## src/rtl/beep_pattern_sequencer_defines.svh

```systemverilog
// assertion helpers for the sequencer rtl
`ifndef BEEP_PATTERN_SEQUENCER_DEFINES_SVH
`define BEEP_PATTERN_SEQUENCER_DEFINES_SVH

// same-cycle implication, disabled while reset is high
`define BPS_ASSERT_IMPLY(label, clk, rst, ante, cons) \
   label: assert property (@(posedge clk) disable iff (rst) (ante) |-> (cons)) \
      else $error("beep sequencer check failed");

// next-cycle implication, disabled while reset is high
`define BPS_ASSERT_NEXT(label, clk, rst, ante, cons) \
   label: assert property (@(posedge clk) disable iff (rst) (ante) |=> (cons)) \
      else $error("beep sequencer check failed");

`endif

```

## src/rtl/bps_pkg.sv

```systemverilog
package bps_pkg;

   // command codes
   localparam logic [1:0] CMD_TICK  = 2'd0;
   localparam logic [1:0] CMD_START = 2'd1;
   localparam logic [1:0] CMD_STOP  = 2'd2;

   // note codes
   localparam logic [2:0] NOTE_PAUSE = 3'd0;
   localparam logic [2:0] NOTE_DO    = 3'd1;
   localparam logic [2:0] NOTE_MI    = 3'd2;
   localparam logic [2:0] NOTE_SOL   = 3'd3;
   localparam logic [2:0] NOTE_LA    = 3'd4;
   localparam logic [2:0] NOTE_HDO   = 3'd5;

   // rom geometry and limits
   localparam int ROM_PATTERNS = 9;
   localparam int ROM_SLOTS    = 8;
   localparam logic [3:0] PATTERN_COUNT = 4'd9;
   localparam logic [2:0] MAX_NOTES     = 3'd7;

   // master volume
   localparam logic [6:0] VOL_RESET = 7'd100;
   localparam logic [6:0] VOL_MAX   = 7'd100;

   typedef logic [3:0]  pattern_type;
   typedef logic [2:0]  slot_type;
   typedef logic [2:0]  note_type;
   typedef logic [7:0]  dur_type;
   typedef logic [14:0] vol_mul_type;

   typedef struct packed {
      logic [1:0]  command;
      logic [3:0]  beep_type;
      logic [15:0] elapsed_ms;
   } item_type;

   typedef struct packed {
      logic     valid;
      item_type item;
   } req_beat_type;

   localparam note_type ROM_CODE [ROM_PATTERNS][ROM_SLOTS] = '{
      '{NOTE_SOL, NOTE_PAUSE, NOTE_PAUSE, NOTE_PAUSE, NOTE_PAUSE, NOTE_PAUSE, NOTE_PAUSE,
        NOTE_PAUSE},
      '{NOTE_MI, NOTE_PAUSE, NOTE_MI, NOTE_PAUSE, NOTE_PAUSE, NOTE_PAUSE, NOTE_PAUSE,
        NOTE_PAUSE},
      '{NOTE_DO, NOTE_PAUSE, NOTE_MI, NOTE_PAUSE, NOTE_SOL, NOTE_PAUSE, NOTE_PAUSE,
        NOTE_PAUSE},
      '{NOTE_DO, NOTE_PAUSE, NOTE_MI, NOTE_PAUSE, NOTE_SOL, NOTE_PAUSE, NOTE_HDO,
        NOTE_PAUSE},
      '{NOTE_SOL, NOTE_PAUSE, NOTE_MI, NOTE_PAUSE, NOTE_DO, NOTE_PAUSE, NOTE_PAUSE,
        NOTE_PAUSE},
      '{NOTE_LA, NOTE_PAUSE, NOTE_LA, NOTE_PAUSE, NOTE_LA, NOTE_PAUSE, NOTE_LA,
        NOTE_PAUSE},
      '{NOTE_DO, NOTE_PAUSE, NOTE_SOL, NOTE_PAUSE, NOTE_HDO, NOTE_PAUSE, NOTE_PAUSE,
        NOTE_PAUSE},
      '{NOTE_HDO, NOTE_PAUSE, NOTE_PAUSE, NOTE_PAUSE, NOTE_PAUSE, NOTE_PAUSE, NOTE_PAUSE,
        NOTE_PAUSE},
      '{NOTE_SOL, NOTE_PAUSE, NOTE_HDO, NOTE_PAUSE, NOTE_PAUSE, NOTE_PAUSE, NOTE_PAUSE,
        NOTE_PAUSE}
   };

   localparam dur_type ROM_DUR [ROM_PATTERNS][ROM_SLOTS] = '{
      '{8'd60,  8'd0,   8'd0,   8'd0,   8'd0,   8'd0,  8'd0,   8'd0},
      '{8'd25,  8'd50,  8'd25,  8'd0,   8'd0,   8'd0,  8'd0,   8'd0},
      '{8'd25,  8'd50,  8'd30,  8'd50,  8'd35,  8'd0,  8'd0,   8'd0},
      '{8'd80,  8'd30,  8'd80,  8'd30,  8'd80,  8'd30, 8'd120, 8'd0},
      '{8'd100, 8'd50,  8'd100, 8'd50,  8'd150, 8'd0,  8'd0,   8'd0},
      '{8'd50,  8'd30,  8'd50,  8'd100, 8'd50,  8'd30, 8'd50,  8'd0},
      '{8'd100, 8'd50,  8'd100, 8'd50,  8'd150, 8'd0,  8'd0,   8'd0},
      '{8'd30,  8'd0,   8'd0,   8'd0,   8'd0,   8'd0,  8'd0,   8'd0},
      '{8'd60,  8'd40,  8'd80,  8'd0,   8'd0,   8'd0,  8'd0,   8'd0}
   };

   localparam slot_type ROM_COUNT [ROM_PATTERNS] = '{
      3'd1, 3'd3, 3'd5, 3'd7, 3'd5, 3'd7, 3'd5, 3'd1, 3'd3
   };

   // pattern volume v scaled to ceil(v * 2^16 / 100): (master * k) >> 16 gives
   // floor(v * master / 100) exactly for master up to 100
   localparam vol_mul_type ROM_VOL_MUL [ROM_PATTERNS] = '{
      15'd13108, 15'd16384, 15'd19661, 15'd13108, 15'd16384,
      15'd19661, 15'd13108, 15'd9831,  15'd13108
   };

   function automatic note_type rom_code(pattern_type p, slot_type i);
      rom_code = NOTE_PAUSE;
      if (p < PATTERN_COUNT) rom_code = ROM_CODE[p][i];
   endfunction

   function automatic dur_type rom_dur(pattern_type p, slot_type i);
      rom_dur = 8'd0;
      if (p < PATTERN_COUNT) rom_dur = ROM_DUR[p][i];
   endfunction

   // note count clipped to the longest supported pattern
   function automatic slot_type rom_count(pattern_type p);
      rom_count = 3'd0;
      if (p < PATTERN_COUNT) rom_count = ROM_COUNT[p];
      if (rom_count > MAX_NOTES) rom_count = MAX_NOTES;
   endfunction

   function automatic vol_mul_type rom_vol_mul(pattern_type p);
      rom_vol_mul = 15'd0;
      if (p < PATTERN_COUNT) rom_vol_mul = ROM_VOL_MUL[p];
   endfunction

endpackage

```

## src/rtl/bps_csr.sv

```systemverilog
module bps_csr (
   input  logic       clock,
   input  logic       reset,
   input  logic       csr_wr_en,
   input  logic [6:0] csr_wr_data,
   output logic [6:0] master_volume
);

   logic [6:0] master_volume_ff;
   logic [6:0] master_volume_in;

   // clamp writes to full scale
   always_comb begin
      master_volume_in = master_volume_ff;
      if (csr_wr_en) begin
         master_volume_in = (csr_wr_data > bps_pkg::VOL_MAX) ? bps_pkg::VOL_MAX : csr_wr_data;
      end
   end

   always_ff @(posedge clock) begin
      if (reset) begin
         master_volume_ff <= bps_pkg::VOL_RESET;
      end else begin
         master_volume_ff <= master_volume_in;
      end
   end

   assign master_volume = master_volume_ff;

endmodule

```

## src/rtl/bps_req_stage.sv

```systemverilog
module bps_req_stage (
   input  logic                 clock,
   input  logic                 reset,
   input  logic                 req_valid,
   output logic                 req_stall,
   input  logic [1:0]           req_command,
   input  logic [3:0]           req_beep_type,
   input  logic [15:0]          req_elapsed_ms,
   input  logic                 take,
   output bps_pkg::req_beat_type beat
);

   logic              valid_ff;
   logic              valid_in;
   bps_pkg::item_type item_ff;
   bps_pkg::item_type item_in;
   logic              load;

   // hold a beat until the player takes it
   assign req_stall = valid_ff && !take;
   assign load      = req_valid && !req_stall;

   always_comb begin
      valid_in = valid_ff;
      item_in  = item_ff;
      if (load) begin
         valid_in           = 1'b1;
         item_in.command    = req_command;
         item_in.beep_type  = req_beep_type;
         item_in.elapsed_ms = req_elapsed_ms;
      end else if (take) begin
         valid_in = 1'b0;
      end
   end

   always_ff @(posedge clock) begin
      if (reset) begin
         valid_ff <= 1'b0;
      end else begin
         valid_ff <= valid_in;
      end
   end

   // payload register
   always_ff @(posedge clock) begin
      item_ff <= item_in;
   end

   assign beat.valid = valid_ff;
   assign beat.item  = item_ff;

endmodule

```

## src/rtl/bps_player.sv

```systemverilog
`include "beep_pattern_sequencer_defines.svh"

module bps_player #(
   parameter int TIME_BITS = 16
) (
   input  logic                  clock,
   input  logic                  reset,
   input  logic [6:0]            master_volume,
   input  bps_pkg::req_beat_type beat,
   output logic                  take,
   output logic                  rsp_valid,
   input  logic                  rsp_stall,
   output logic [2:0]            rsp_tone_note,
   output logic [6:0]            rsp_duty_percent,
   output logic                  rsp_playing
);

   localparam int SUM_W = ((TIME_BITS > 16) ? TIME_BITS : 16) + 1;
   localparam logic [SUM_W-1:0] TMAX = SUM_W'({TIME_BITS{1'b1}});

   logic                 rsp_valid_ff, rsp_valid_in;
   logic                 active_ff, active_in;
   bps_pkg::pattern_type pattern_ff, pattern_in;
   bps_pkg::slot_type    pos_ff, pos_in;
   logic [TIME_BITS-1:0] time_ff, time_in;
   bps_pkg::note_type    note_ff, note_in;
   logic [6:0]           duty_ff, duty_in;

   logic                 out_free;
   logic                 is_start;
   logic                 start_ok;
   bps_pkg::slot_type    pos_next;
   bps_pkg::pattern_type sel_pat;
   bps_pkg::slot_type    sel_pos;
   bps_pkg::note_type    lk_code;
   logic [21:0]          scaled;
   logic [6:0]           lk_duty;
   logic [SUM_W-1:0]     time_sum;
   logic [TIME_BITS-1:0] tick_time;
   logic [TIME_BITS-1:0] cur_dur;

   // result register frees when empty or being read
   assign out_free = !rsp_valid_ff || !rsp_stall;
   assign take     = beat.valid && out_free;

   assign is_start = (beat.item.command == bps_pkg::CMD_START);
   assign start_ok = (beat.item.beep_type < bps_pkg::PATTERN_COUNT);
   assign pos_next = pos_ff + 3'd1;

   // one shared note lookup and volume scale: first note on start, next note on advance
   assign sel_pat = is_start ? beat.item.beep_type : pattern_ff;
   assign sel_pos = is_start ? 3'd0 : pos_next;
   assign lk_code = bps_pkg::rom_code(sel_pat, sel_pos);
   assign scaled  = 22'(master_volume) * 22'(bps_pkg::rom_vol_mul(sel_pat));
   assign lk_duty = (lk_code == bps_pkg::NOTE_PAUSE) ? 7'd0 : {1'b0, scaled[21:16]};

   // saturating time accumulate
   assign time_sum  = SUM_W'(time_ff) + SUM_W'(beat.item.elapsed_ms);
   assign tick_time = (time_sum > TMAX) ? TMAX[TIME_BITS-1:0] : time_sum[TIME_BITS-1:0];
   assign cur_dur   = TIME_BITS'(bps_pkg::rom_dur(pattern_ff, pos_ff));

   // next state per command
   always_comb begin
      rsp_valid_in = rsp_valid_ff;
      active_in    = active_ff;
      pattern_in   = pattern_ff;
      pos_in       = pos_ff;
      time_in      = time_ff;
      note_in      = note_ff;
      duty_in      = duty_ff;
      if (out_free) begin
         rsp_valid_in = take;
      end
      if (take) begin
         unique case (beat.item.command)
            bps_pkg::CMD_START: begin
               if (start_ok) begin
                  pattern_in = beat.item.beep_type;
                  pos_in     = 3'd0;
                  time_in    = '0;
                  active_in  = 1'b1;
                  note_in    = lk_code;
                  duty_in    = lk_duty;
               end
            end
            bps_pkg::CMD_STOP: begin
               active_in = 1'b0;
               pos_in    = 3'd0;
               time_in   = '0;
               note_in   = bps_pkg::NOTE_PAUSE;
               duty_in   = 7'd0;
            end
            bps_pkg::CMD_TICK: begin
               if (active_ff) begin
                  if (tick_time >= cur_dur) begin
                     time_in = '0;
                     if (pos_next == 3'd0 || pos_next >= bps_pkg::rom_count(pattern_ff)) begin
                        active_in = 1'b0;
                        pos_in    = 3'd0;
                        note_in   = bps_pkg::NOTE_PAUSE;
                        duty_in   = 7'd0;
                     end else begin
                        pos_in  = pos_next;
                        note_in = lk_code;
                        duty_in = lk_duty;
                     end
                  end else begin
                     time_in = tick_time;
                  end
               end
            end
            default: begin
            end
         endcase
      end
   end

   always_ff @(posedge clock) begin
      if (reset) begin
         rsp_valid_ff <= 1'b0;
         active_ff    <= 1'b0;
         pattern_ff   <= '0;
         pos_ff       <= '0;
         time_ff      <= '0;
         note_ff      <= bps_pkg::NOTE_PAUSE;
         duty_ff      <= '0;
      end else begin
         rsp_valid_ff <= rsp_valid_in;
         active_ff    <= active_in;
         pattern_ff   <= pattern_in;
         pos_ff       <= pos_in;
         time_ff      <= time_in;
         note_ff      <= note_in;
         duty_ff      <= duty_in;
      end
   end

   // result beat shows the state after its command
   assign rsp_valid        = rsp_valid_ff;
   assign rsp_tone_note    = note_ff;
   assign rsp_duty_percent = duty_ff;
   assign rsp_playing      = active_ff;

   // checks
   `BPS_ASSERT_IMPLY(a_idle_silent, clock, reset, !active_ff, note_ff == bps_pkg::NOTE_PAUSE && duty_ff == 7'd0)
   `BPS_ASSERT_IMPLY(a_pos_in_range, clock, reset, active_ff, pos_ff < bps_pkg::rom_count(pattern_ff))
   `BPS_ASSERT_IMPLY(a_time_below_dur, clock, reset, active_ff, time_ff < cur_dur)
   `BPS_ASSERT_NEXT(a_stop_silences, clock, reset, take && beat.item.command == bps_pkg::CMD_STOP, !active_ff && duty_ff == 7'd0)

endmodule

```

## src/rtl/beep_pattern_sequencer.sv

```systemverilog
// Beep pattern sequencer: plays one of nine fixed buzzer patterns from rom.
// Request channel (req_valid / req_stall) carries one command beat: tick with
// elapsed ms, start of a pattern by number, or stop. Every request beat yields
// exactly one response beat (rsp_valid / rsp_stall) holding the note code,
// drive duty percent and playing flag as they stand after that command.
// csr_wr_en / csr_wr_data write the master volume percent, clamped to 100;
// a new volume applies from the next note start on.
// Path: a request beat accepted into the input register moves to the result
// register when the player takes it and is then shown as the response beat.
// Throughput: one beat per cycle while rsp_stall is low, set by the single pass
// through the rom lookup and the volume multiply between the two registers.
// Reset (synchronous, active high) empties both registers, silences the
// output, sets the master volume to 100 and leaves the player idle.
// A stalled response holds its payload; one more request beat is taken into
// the input register, after which req_stall rises until the result drains.
module beep_pattern_sequencer #(
   parameter int TIME_BITS = 16
) (
   input  logic        clock,
   input  logic        reset,
   input  logic        req_valid,
   output logic        req_stall,
   input  logic [1:0]  req_command,
   input  logic [3:0]  req_beep_type,
   input  logic [15:0] req_elapsed_ms,
   output logic        rsp_valid,
   input  logic        rsp_stall,
   output logic [2:0]  rsp_tone_note,
   output logic [6:0]  rsp_duty_percent,
   output logic        rsp_playing,
   input  logic        csr_wr_en,
   input  logic [6:0]  csr_wr_data
);

   logic                  take;
   logic [6:0]            master_volume;
   bps_pkg::req_beat_type beat;

   // master volume register
   bps_csr u_csr (
      .clock         (clock),
      .reset         (reset),
      .csr_wr_en     (csr_wr_en),
      .csr_wr_data   (csr_wr_data),
      .master_volume (master_volume)
   );

   // input register
   bps_req_stage u_req_stage (
      .clock          (clock),
      .reset          (reset),
      .req_valid      (req_valid),
      .req_stall      (req_stall),
      .req_command    (req_command),
      .req_beep_type  (req_beep_type),
      .req_elapsed_ms (req_elapsed_ms),
      .take           (take),
      .beat           (beat)
   );

   // sequencer state and result register
   bps_player #(
      .TIME_BITS (TIME_BITS)
   ) u_player (
      .clock            (clock),
      .reset            (reset),
      .master_volume    (master_volume),
      .beat             (beat),
      .take             (take),
      .rsp_valid        (rsp_valid),
      .rsp_stall        (rsp_stall),
      .rsp_tone_note    (rsp_tone_note),
      .rsp_duty_percent (rsp_duty_percent),
      .rsp_playing      (rsp_playing)
   );

endmodule

```

## config.mk

```make
export PLATFORM = sky130hd
export DESIGN_NAME = beep_pattern_sequencer
export DESIGN_NICKNAME = d
export VERILOG_FILES = /design/src/rtl/bps_pkg.sv /design/src/rtl/bps_csr.sv /design/src/rtl/bps_req_stage.sv /design/src/rtl/bps_player.sv /design/src/rtl/beep_pattern_sequencer.sv
export VERILOG_INCLUDE_DIRS = /design/src /design/src/rtl
export SDC_FILE = /design/constraint.sdc
export NUM_CORES = 1
export LEC_CHECK = 0
export ABC_AREA = 1
export BUFFER_PORTS_ARGS = -buffer_cell sky130_fd_sc_hd__buf_2
export CORE_MARGIN = 2
export CORE_UTILIZATION = 59
export CTS_BUF_LIST = sky130_fd_sc_hd__clkbuf_8
export CTS_CLUSTER_SIZE = 20
export DETAILED_ROUTE_END_ITERATION = 10
export PLACE_DENSITY = 0.78
export SLEW_MARGIN = 20
export SYNTH_ARGS = -nofsm -noshare
export SYNTH_HDL_FRONTEND = slang
export SYNTH_HIERARCHICAL = 1
export SYNTH_SLANG_ARGS = --single-unit
```

## constraint.sdc

```tcl
create_clock -name clock -period 7.5 [get_ports clock]
set_input_delay 2.25 -clock clock [delete_from_list [all_inputs] [get_ports clock]]
set_output_delay 2.25 -clock clock [all_outputs]
set_load 0.01 [all_outputs]
```

==> results.yml <==
synthesis:
  synthDistinctLibCells: 47
  async_flop_share_pct: 0
  yosys-top-cells-area: "fa_1, ha_1, nand2_1, dfxtp_1, inv_1"
  synth.avg_cell_area_um2: 6.995
  postSynthCellCount: 1047
  synth_edf_count: 22
  synth_top_area_share_pct: 13.94
  ys.flop_type: "dfxtp_1"
  yosysWarnings: 6
  syn_nets: 1213
  synth_top_area_cell: "fa_1"
  ys_ff_latch: 64
  ys_seq_area_share_pct: 20.50
  netlist_area_um2: 7323
layout:
  nFillCells: 1088
  final_cell_mix: "nand2_1, inv_1, nor2_1"
  final_layout_size_suffix_gt1_share_pct: 8.257
  area_growth_pct: 6.954
  n_antenna_cell: 0
  fin_nets: 1251
  final_common_cell: "nand2_1"
timing:
  finalWorstSetupSlack_ns: 1.116
  finalSetupTns_ns: 0
  fmax_ghz: 0.1566
  period_share_pct: 85.13
  relSlewSlack_pct: 42.95
  tightest_slew_ns: 0.8557
  finalHoldViolations: 0
  rsz0062_at_grt: "false"
  setup_viol: 0
  period_minus_slack_ns: 6.384
  finalClockSkew_ns: 0.01192
  slew_violations: 0
clocking:
  cts_resized: 0
  insertion_delay_ns: 0.36
  htreeDepth: 3
  clock_path_buffers: 2
  cts_inserted_buffers: 9
  cts_hold_buf: 0
  cts_tree: "yes"
  cts-root-buf: "clkbuf_8"
  cts.sinks: 64
  clk_pin_slew_ns: 0.07
  post-cts-setup-buffer-count: 0
worst_setup_path:
  arrival_ns: 6.67
  path_buf_inv: 6
  crit_type: "reg2reg"
  crit_fanout: 7
  cp_top_family: "adder cells"
  cp.required_ns: 7.78
  slowest_stage: "fa_1"
  slowest_delay_ns: 0.61
  start_kind: "register"
  cp-end-kind: "register"
routing:
  drcViolationCount: 0
  vias_per_cell: 5.300
  final_antenna_net_count: 0
  totalWireLength_mm: 17.54
  drtPass1Iterations: 7
  num_vias: 6667
  wl_per_cell_um: 13.95
  dr.first_iter.drc_count: 691
placement:
  dpl.hpwl_mm: 14.34
  portBuffers: 45
  routabilityCongestion: 0.9828
  pre_cts_slack_ns: 1.241
power_and_ir_drop:
  p_total_mw: 1.875
  p_leak_nw: 4.117
  vdd_drop_max_mv: 0.2387
  cellPowerDensity_nw_per_um2: 239.4
floorplanning:
  fp.dieH_um: 115.4
  ios: 47
  rows: 40
  coreArea_um2: 12060
  start_util_pct: 60.72
  die_area_um2: 13320
  die_x_um: 115.4
grt:
  grt_pass1_vias: 6157
  grt_overflow: 0
  grt_pass1_wl_mm: 28.92
  grt_max_degree: 32
  track_usage_pct: 27.60
  antenna_found_initial: 0
min_path:
  min_path_type: "reg2reg"
outcome:
  status: "finished, final reports clean"
run:
  drv_cap: 0
worst register-to-register path: cells and delay by family (launching register included):
family	cells	cell delay [ns]
fa+ha+maj	6	2.32
compound gates	4	0.81
buf+inv	6	0.64
xor+xnor	2	0.30
simple gates	10	1.81
flops	1	0.42
layer usage:
metal | GRT usage [%] | vias to the layer above | routed length [µm]
met5 | 0 | - | 0
met3 | 3.975 | 27 | 1072
met2 | 46.16 | 239 | 8265
met1 | 37.21 | 3011 | 7886
met4 | 8.594 | 0 | 320
li1 | - | 3390 | -
cell families after synthesis:
kind of cell	count (synthesis)	synth area share [%]
AND/OR/NAND/NOR	462	26.64
other	1	0.05121
XOR/XNOR	13	1.555
flip-flops	64	20.50
AO/OA/AOI/OAI	146	11.21
adder cells (fa/ha/maj)	132	27.78
buffers and inverters	229	12.27
flip-flops by register name, indices dropped and copies added (netlist names):
name	flops
u_player/rsp_valid	1
u_player/rsp_tone_note	3
u_player/rsp_playing	1
u_req_stage/valid_ff	1
u_csr/master_volume	7
u_req_stage/beat	22
u_player/pattern_ff	4
u_player/pos_ff	3
u_player/rsp_duty_percent	6
u_player/time_ff	16
stage by stage:
step	hold WS, ns	cell area [µm²]	cells	utilization (%)
global route	0.4601	7833	1258	64.94
global placement	0.4306	7656	1242	63.48
finish	0.4458	7833	1258	64.94
floorplan	0.4228	7323	1047	-
detailed placement	0.4334	7656	1242	63.48
CTS	0.4463	7828	1258	64.90
Yosys cell counts (3+ instances only):
cell type,number
a211oi_1,5
a21oi_1,68
buf_4,4
buf_6,3
clkbuf_1,10
dfxtp_1,42
edfxtp_1,22
fa_1,51
ha_1,81
inv_1,199
inv_2,10
nand2_1,245
nand2_2,8
nand3_1,56
nand3b_1,9
nand4_1,12
nor2_1,111
nor2_2,4
nor3_1,7
o211ai_1,5
o21ai_0,43
o21ai_1,4
o31ai_1,3
or2_1,4
xnor2_1,6
xor2_1,7
worst paths after layout:
kind	start	endpoint	slack [ns]	cells after the start
min reg2reg	u_player/time_ff[15]	u_player/time_ff[15]	0.45	2
max	u_req_stage/beat[21]	u_player/rsp_duty_percent[4]	1.12	28
max reg2reg	u_req_stage/beat[21]	u_player/rsp_duty_percent[4]	1.12	28
min	u_player/time_ff[15]	u_player/time_ff[15]	0.45	2
layout make-up:
type | count | area, µm² | share of cell area (%)
Multi-Input combinational cell | 754 | 4931 | 62.96
Inverter | 211 | 793.3 | 10.13
Clock buffer | 9 | 123.9 | 1.581
Clock inverter | 7 | 47.55 | 0.6070
Tap cell | 168 | 210.2 | 2.684
Timing Repair Buffer | 45 | 225.2 | 2.875
Sequential cell | 64 | 1501 | 19.17
power breakdown:
| part | internal, mW | switching, mW | total (mW) |
|---|---|---|---|
| sequential | 0.376 | 0.0156 | 0.392 |
| clock | 0.119 | 0.149 | 0.268 |
| combinational | 0.439 | 0.776 | 1.22 |
Note: power is estimated with default switching activity, not from simulation.
